--- config.mk ---
export PLATFORM = sky130hd
export DESIGN_NAME = shuffled_minimal_standard_rng_unit_flat
export DESIGN_NICKNAME = d
export VERILOG_FILES = /design/src/hw/rtl/smrng_pkg.sv /design/src/hw/rtl/smrng_if.sv /design/src/hw/rtl/shuffled_minimal_standard_rng_unit.sv /design/src/hw/rtl/smrng_lehmer.sv /design/src/flat_wrapper.sv
export SDC_FILE = /design/constraint.sdc
export NUM_CORES = 2
export LEC_CHECK = 0
export ABC_CLOCK_PERIOD_IN_PS = 13200
export BUFFER_PORTS_ARGS = -buffer_cell sky130_fd_sc_hd__clkbuf_2
export CAP_MARGIN = 20
export CORE_MARGIN = 3
export CORE_UTILIZATION = 26
export CTS_CLUSTER_SIZE = 25
export DETAILED_ROUTE_END_ITERATION = 10
export PLACE_DENSITY_LB_ADDON = 0.08
export SLEW_MARGIN = 40
export SYNTH_ARGS = -nofsm -noshare
export SYNTH_HDL_FRONTEND = slang
export SYNTH_SLANG_ARGS = --single-unit
--- constraint.sdc ---
create_clock -name i_clk -period 13.2 [get_ports i_clk]
set_input_delay 0.66 -clock i_clk [delete_from_list [all_inputs] [get_ports i_clk]]
set_output_delay 0.66 -clock i_clk [all_outputs]
set_load 0.1 [all_outputs]
--- src/hw/rtl/smrng_pkg.sv ---
// ----------------------------------------------------------------------------
// smrng_pkg
// Shared types and constants for the shuffled minimal-standard generator.
// ----------------------------------------------------------------------------
package smrng_pkg;

    localparam int VAL_W         = 31;
    localparam int MULT_W        = 15;
    localparam int PROD_W        = VAL_W + MULT_W;
    localparam int TABLE_ENTRIES = 32;
    localparam int IDX_W         = $clog2(TABLE_ENTRIES);
    localparam int WARMUP_STEPS  = TABLE_ENTRIES + 8;
    localparam int CNT_W         = $clog2(WARMUP_STEPS);
    localparam int ADDR_W        = 3;
    localparam int DATA_W        = 32;

    typedef logic [VAL_W-1:0]  t_value;
    typedef logic [IDX_W-1:0]  t_index;
    typedef logic [CNT_W-1:0]  t_count;
    typedef logic [ADDR_W-1:0] t_addr;
    typedef logic [DATA_W-1:0] t_data;

    localparam logic [MULT_W-1:0] LCG_MULT = 15'd16807;
    localparam t_value            LCG_MOD  = 31'h7fff_ffff;
    localparam t_value            OUT_MAX  = 31'd2147483389;

    // register index taken from paddr[2]
    localparam logic REG_SEED = 1'b0;

endpackage

--- src/hw/rtl/smrng_if.sv ---
// ----------------------------------------------------------------------------
// smrng_req_if / smrng_rsp_if
// Valid/ready channels for draw requests and random results.
// ----------------------------------------------------------------------------
interface smrng_req_if;
    logic valid;
    logic ready;
    logic reseed;

    modport source (output valid, output reseed, input ready);
    modport sink   (input valid, input reseed, output ready);
endinterface

interface smrng_rsp_if;
    logic                  valid;
    logic                  ready;
    smrng_pkg::t_value     random_value;

    modport source (output valid, output random_value, input ready);
    modport sink   (input valid, input random_value, output ready);
endinterface

--- src/hw/rtl/shuffled_minimal_standard_rng_unit.sv ---
// ----------------------------------------------------------------------------
// shuffled_minimal_standard_rng_unit
// Lehmer generator through a 32-entry Bays-Durham shuffle table.
// ----------------------------------------------------------------------------
// result path: after the request transaction the table is read, then the
//   write-back goes together with the output register load; a seeding draw
//   first runs the warm-up, one Lehmer step per cycle through the shared unit
// occupancy: a new request is accepted only in idle, after the write-back;
//   a full output register holds the write-back until the result is taken
// reset: control and seed register cleared (seed = 1); table contents are
//   undefined until the first request, which always seeds and fills it
module shuffled_minimal_standard_rng_unit (
    input  logic                i_clk,
    input  logic                i_rst_n,
    smrng_req_if.sink           i_req,
    smrng_rsp_if.source         o_rsp,
    input  logic                psel,
    input  logic                penable,
    input  logic                pwrite,
    input  smrng_pkg::t_addr    paddr,
    input  smrng_pkg::t_data    pwdata,
    output smrng_pkg::t_data    prdata,
    output logic                pready
);
    import smrng_pkg::*;

    localparam logic [1:0] ST_IDLE  = 2'd0;
    localparam logic [1:0] ST_SEED  = 2'd1;
    localparam logic [1:0] ST_DRAW  = 2'd2;
    localparam logic [1:0] ST_WRITE = 2'd3;

    logic [1:0] r_state, n_state;
    t_value     r_seed;
    t_value     r_lcg, n_lcg;
    t_value     r_last, n_last;
    t_count     r_cnt, n_cnt;
    t_value     r_rd_data;
    t_value     r_out, n_out;
    logic       r_out_valid, n_out_valid;

    t_value     table_mem [TABLE_ENTRIES];

    t_value     step_y;
    t_value     seed_init;
    t_index     draw_idx;
    logic       cfg_wr;
    logic       req_acc;
    logic       out_free;
    logic       mem_we;
    t_index     mem_waddr;
    t_value     mem_wdata;

    smrng_lehmer u_lehmer (
        .i_x (r_lcg),
        .o_y (step_y)
    );

    // apb
    assign pready = 1'b1;
    assign cfg_wr = psel && penable && pwrite && (paddr[2] == REG_SEED);
    assign prdata = (paddr[2] == REG_SEED) ? DATA_W'(r_seed) : '0;

    always_ff @(posedge i_clk) begin
        if (!i_rst_n) begin
            r_seed <= t_value'(1);
        end else if (cfg_wr) begin
            r_seed <= pwdata[VAL_W-1:0];
        end
    end

    // zero and the modulus itself both map to one
    assign seed_init = (r_seed == '0 || r_seed == LCG_MOD) ? t_value'(1) : r_seed;
    assign draw_idx  = r_last[VAL_W-1 -: IDX_W];

    assign i_req.ready        = (r_state == ST_IDLE);
    assign req_acc            = i_req.valid && i_req.ready;
    assign out_free           = !r_out_valid || o_rsp.ready;
    assign o_rsp.valid        = r_out_valid;
    assign o_rsp.random_value = r_out;

    always_comb begin
        n_state     = r_state;
        n_lcg       = r_lcg;
        n_last      = r_last;
        n_cnt       = r_cnt;
        n_out       = r_out;
        n_out_valid = r_out_valid && !o_rsp.ready;
        mem_we      = 1'b0;
        mem_waddr   = r_cnt[IDX_W-1:0];
        mem_wdata   = step_y;
        unique case (r_state)
            ST_IDLE: begin
                if (req_acc) begin
                    if (i_req.reseed || r_last == '0) begin
                        n_lcg   = seed_init;
                        n_cnt   = t_count'(WARMUP_STEPS - 1);
                        n_state = ST_SEED;
                    end else begin
                        n_state = ST_DRAW;
                    end
                end
            end
            ST_SEED: begin
                n_lcg = step_y;
                // last entries of the warm-up fill the table top down
                if (r_cnt < t_count'(TABLE_ENTRIES)) begin
                    mem_we = 1'b1;
                end
                if (r_cnt == '0) begin
                    n_last  = step_y;
                    n_state = ST_DRAW;
                end else begin
                    n_cnt = r_cnt - t_count'(1);
                end
            end
            ST_DRAW: begin
                n_lcg   = step_y;
                n_state = ST_WRITE;
            end
            ST_WRITE: begin
                if (out_free) begin
                    mem_we      = 1'b1;
                    mem_waddr   = draw_idx;
                    mem_wdata   = r_lcg;
                    n_last      = r_rd_data;
                    n_out       = (r_rd_data > OUT_MAX) ? OUT_MAX : r_rd_data;
                    n_out_valid = 1'b1;
                    n_state     = ST_IDLE;
                end
            end
            default: begin
                n_state = ST_IDLE;
            end
        endcase
    end

    always_ff @(posedge i_clk) begin
        if (mem_we) begin
            table_mem[mem_waddr] <= mem_wdata;
        end
        if (r_state == ST_DRAW) begin
            r_rd_data <= table_mem[draw_idx];
        end
    end

    always_ff @(posedge i_clk) begin
        if (!i_rst_n) begin
            r_state     <= ST_IDLE;
            r_lcg       <= t_value'(1);
            r_last      <= '0;
            r_cnt       <= '0;
            r_out_valid <= 1'b0;
        end else begin
            r_state     <= n_state;
            r_lcg       <= n_lcg;
            r_last      <= n_last;
            r_cnt       <= n_cnt;
            r_out_valid <= n_out_valid;
        end
    end

    always_ff @(posedge i_clk) begin
        r_out <= n_out;
    end

endmodule

--- src/hw/rtl/smrng_lehmer.sv ---
// ----------------------------------------------------------------------------
// smrng_lehmer
// One Lehmer step: y = 16807 * x mod (2^31 - 1), Mersenne-style reduction.
// ----------------------------------------------------------------------------
module smrng_lehmer (
    input  smrng_pkg::t_value i_x,
    output smrng_pkg::t_value o_y
);
    import smrng_pkg::*;

    logic [PROD_W-1:0] prod;
    logic [VAL_W:0]    fold;
    logic [VAL_W:0]    fold_sub;

    assign prod     = PROD_W'(i_x) * PROD_W'(LCG_MULT);
    // 2^31 == 1 mod M, so add high part onto low part
    assign fold     = {1'b0, prod[VAL_W-1:0]} + (VAL_W+1)'(prod[PROD_W-1:VAL_W]);
    assign fold_sub = fold - {1'b0, LCG_MOD};
    assign o_y      = (fold >= {1'b0, LCG_MOD}) ? fold_sub[VAL_W-1:0] : fold[VAL_W-1:0];

endmodule
--- src/flat_wrapper.sv ---
// flat-port wrapper written by rule: the top's interface ports become plain ports
module shuffled_minimal_standard_rng_unit_flat import smrng_pkg::*;
  (i_clk, i_rst_n, psel, penable, pwrite, paddr, pwdata, prdata, pready, i_req_valid, i_req_reseed, i_req_ready, o_rsp_valid, o_rsp_random_value, o_rsp_ready);
  smrng_req_if i_req_i ();
  smrng_rsp_if o_rsp_i ();
  input  logic i_clk;
  input  logic i_rst_n;
  input  logic psel;
  input  logic penable;
  input  logic pwrite;
  input  smrng_pkg::t_addr paddr;
  input  smrng_pkg::t_data pwdata;
  output smrng_pkg::t_data prdata;
  output logic pready;
  input wire logic [$bits(i_req_i.valid)-1:0] i_req_valid;
  input wire logic [$bits(i_req_i.reseed)-1:0] i_req_reseed;
  output wire logic [$bits(i_req_i.ready)-1:0] i_req_ready;
  output wire logic [$bits(o_rsp_i.valid)-1:0] o_rsp_valid;
  output wire logic [$bits(o_rsp_i.random_value)-1:0] o_rsp_random_value;
  input wire logic [$bits(o_rsp_i.ready)-1:0] o_rsp_ready;
  assign i_req_i.valid = i_req_valid;
  assign i_req_i.reseed = i_req_reseed;
  assign i_req_ready = i_req_i.ready;
  assign o_rsp_valid = o_rsp_i.valid;
  assign o_rsp_random_value = o_rsp_i.random_value;
  assign o_rsp_i.ready = o_rsp_ready;
  shuffled_minimal_standard_rng_unit u_core (.i_clk(i_clk), .i_rst_n(i_rst_n), .i_req(i_req_i), .o_rsp(o_rsp_i), .psel(psel), .penable(penable), .pwrite(pwrite), .paddr(paddr), .pwdata(pwdata), .prdata(prdata), .pready(pready));
endmodule
==> impl_metrics.env <==
export IMPL_antenna_found_initial=6
export IMPL_cts_setup_buffers=0
export IMPL_tns_ns=0
export IMPL_startpoint="u_core.r_lcg[13]$_SDFFE_PN0P_"
export IMPL_tightest_slew_ns=0.9472
export IMPL_rr_startpoint="u_core.r_lcg[13]$_SDFFE_PN0P_"
export IMPL_grt_overflow=0
export IMPL_rsz0062_at_grt="false"
export IMPL_status="finished clean"
export IMPL_via_count=34070
export IMPL_synth_seq_area_share_pct=60.27
export IMPL_netlist_area_mm2=0.05590
export IMPL_critical_path_required_ns=13.68
export IMPL_ys_types=107
export IMPL_worst_slew_margin_rel_pct=36.85
export IMPL_drv_slew=0
export IMPL_root_buffer="clkbuf_16"
export IMPL_wl_um=192100
export IMPL_cpPeakStageDelay_ns=0.63
export IMPL_finalNonFillerCells=6962
export IMPL_grt_pass1_vias=34690
export IMPL_criticalPathCategory="flop to flop"
export IMPL_area_growth_pct=15.94
export IMPL_path_max_fanout=24
export IMPL_yosys_warnings=0
export IMPL_cts_made_buffers=130
export IMPL_cts_resized=0
export IMPL_min_period_ns=12.14
export IMPL_final_net_count=4423
export IMPL_cp_arrival_ns=12.62
export IMPL_avgViaCountPerCell=4.894
export IMPL_grt_max_degree=107
export IMPL_firstDrtPassIters=8
export IMPL_clock_fmax_ghz=0.08238
export IMPL_cts_hold_buf=0
export IMPL_final_util_pct=30.44
export IMPL_wl_per_cell_um=27.59
export IMPL_clock_skew_ns=0.01915
export IMPL_drc_errors=0
export IMPL_dieHeight_um=469.7
export IMPL_setup_violations=0
export IMPL_fin_crit_sh_pct=91.96
export IMPL_finalHoldViolations=0
export IMPL_clock_latency_ns=0.75
export IMPL_post_dp_hpwl_um=125300
export IMPL_clock_sinks=1156
export IMPL_portBuffers=103
export IMPL_hp_class="input pin to flop"
export IMPL_fp_dieW_um=469.7
export IMPL_postRouteAntennaNets=0
export IMPL_clock_path_buffers=3
export IMPL_drtIter0Drc=2383
export IMPL_cp_endpoint="u_core.table_mem[16][17]$_DFFE_PP_"
export IMPL_synth_edf_count=1054
export IMPL_reg2reg_depth=37
export IMPL_cts_tree="yes"
export IMPL_synthCells=3897
export IMPL_drive_above_1_share_pct=16.37
export IMPL_grt_first_pass_wirelength_um=272400
export IMPL_cp_common_cell="fa_1"
export IMPL_core_area_mm2=0.2129
export IMPL_start_util_pct=26.25
export IMPL_startpoint_type="flop"
export IMPL_ios=109
export IMPL_h_tree_depth=4
export IMPL_preCtsSetupSlack_ns=1.123
export IMPL_synth_nets=4283
export IMPL_clkTransAtPathRegs_ns=0.07
export IMPL_ys_flop_type="edfxtp_1"
export IMPL_ff2ff_setup_slack_ns=1.06
export IMPL_async_flop_share_pct=0
export IMPL_dieArea_mm2=0.2206
export IMPL_grt_total_usage_pct=17.18
export IMPL_worstSetupEndpointType="flop"
export IMPL_synth_avg_cell_area_um2=14.34
export IMPL_gp_congestion=0.8120
export IMPL_slowest_stage="dfxtp_1"
export IMPL_dp_cells=6723
export IMPL_yosys_register_bits=1156
export IMPL_layout_setup_ws_ns=1.061
export IMPL_drv_cap=0
export IMPL_timing_rr_end="u_core.table_mem[16][17]$_DFFE_PP_"
export IMPL_num_rows=169
-- cell families (layout without fill, tap and decap cells) --
logic type / after synthesis / after routing / synth area share [%]
buffers and inverters: 543 / 781 / 3.839
other: 2 / 8 / 0.01344
adder cells (fa/ha/maj): 343 / 343 / 9.477
AND/OR/NAND/NOR: 638 / 638 / 5.889
AO/OA/AOI/OAI: 756 / 756 / 9.594
XOR/XNOR: 77 / 77 / 1.294
multiplexers: 382 / 382 / 9.620
flip-flops: 1156 / 1156 / 60.27
-- cell usage in the layout (no fill, tap or decap), types with 66 or more instances in the layout --
master / netlist / routed
clkbuf_16: 0 / 135
clkbuf_2: 0 / 103
o21ai_0: 72 / 70
mux4_2: 124 / 124
inv_1: 313 / 310
ha_1: 209 / 207
o221ai_1: 128 / 128
a21oi_1: 219 / 217
fa_1: 134 / 134
mux2i_1: 256 / 256
edfxtp_1: 1054 / 1054
dfxtp_1: 102 / 97
nor2_1: 111 / 77
o22ai_1: 76 / 66
nand2_1: 169 / 168
buf_4: 6 / 112
-- metrics by stage --
stage,instance area [um^2],hold slack (ns)
floorplan,55900,0.4363
global placement,60380,0.4606
detailed placement,60640,0.4597
CTS,64740,0.04918
global route,64800,0.08137
finish,64810,0.1258
-- critical path, delay by kind of cell (launching register included) --
| family | cells | cell delay, ns |
|---|---|---|
| adder cells (fa/ha/maj) | 8 | 3.69 |
| XOR/XNOR | 2 | 0.51 |
| flip-flops | 1 | 0.63 |
| AND/OR/NAND/NOR | 7 | 1.95 |
| AO/OA/AOI/OAI | 15 | 4.25 |
| buffers and inverters | 5 | 0.79 |
-- final cells by class --
| type | count | area [um^2] |
|---|---|---|
| inverter | 315 | 1186 |
| antenna | 6 | 15.01 |
| tap | 2821 | 3530 |
| multi-input combinational | 2198 | 20550 |
| fill | 21280 | 148100 |
| clock buffer | 171 | 3563 |
| timing repair buffer | 236 | 1722 |
| sequential | 1156 | 33710 |
| clock inverter | 59 | 533.0 |
-- cells in the mapped netlist (44+ instances only) --
library cell / instances / share of area, %
nor2_1: 111 / 0.75
o221ai_1: 128 / 2.0
inv_1: 313 / 2.1
ha_1: 209 / 4.7
xnor2_1: 51 / 0.80
nand3_1: 52 / 0.47
o21ai_0: 72 / 0.64
nor2b_1: 49 / 0.55
a21oi_1: 219 / 2.0
nand2_1: 169 / 1.1
edfxtp_1: 1054 / 57
dfxtp_1: 102 / 3.7
mux4_2: 124 / 5.0
fa_1: 134 / 4.8
or3_1: 44 / 0.49
o22ai_1: 76 / 0.85
mux2i_1: 256 / 4.6
clkbuf_1: 155 / 1.0
-- metal layers --
layer	share of wire, %	global-route usage, %	wire (um)	up-vias
met4	1.7	3.666	3251	0
met2	47	27.90	90360	651
met5	0	0	0	-
li1	-	-	-	15270
met1	48	24.61	91660	17950
met3	3.6	2.055	6824	193
-- registers in the layout, summed over array words and instances, names as in the netlist --
name	count
u_core.table_mem	992
u_core.o_rsp.random_value	31
u_core.r_last	31
u_core.r_lcg	31
u_core.r_rd_data	31
u_core.r_seed	31
u_core.r_cnt	6
u_core.r_state	2
u_core.o_rsp.valid	1
-- how the worst min path moves through the flow --
stage	cells past startpoint	end	slack, ns	from
final	3	u_core.r_seed[18]$_SDFFE_PN0P_	0.13	pwdata[18]
after global routing	3	u_core.r_seed[11]$_SDFFE_PN0P_	0.08	pwdata[11]
after detailed placement	2	u_core.r_last[3]$_SDFFE_PN0P_	0.46	u_core.r_last[3]$_SDFFE_PN0P_
after global placement	2	u_core.r_last[3]$_SDFFE_PN0P_	0.46	u_core.r_last[3]$_SDFFE_PN0P_
after floorplan	2	u_core.r_last[3]$_SDFFE_PN0P_	0.44	u_core.r_last[3]$_SDFFE_PN0P_
after CTS	3	u_core.r_seed[18]$_SDFFE_PN0P_	0.05	pwdata[18]
Power is left out: the tool's default activity adds up to more than one toggle a clock period on the data nets, which glitch-free logic cannot reach.
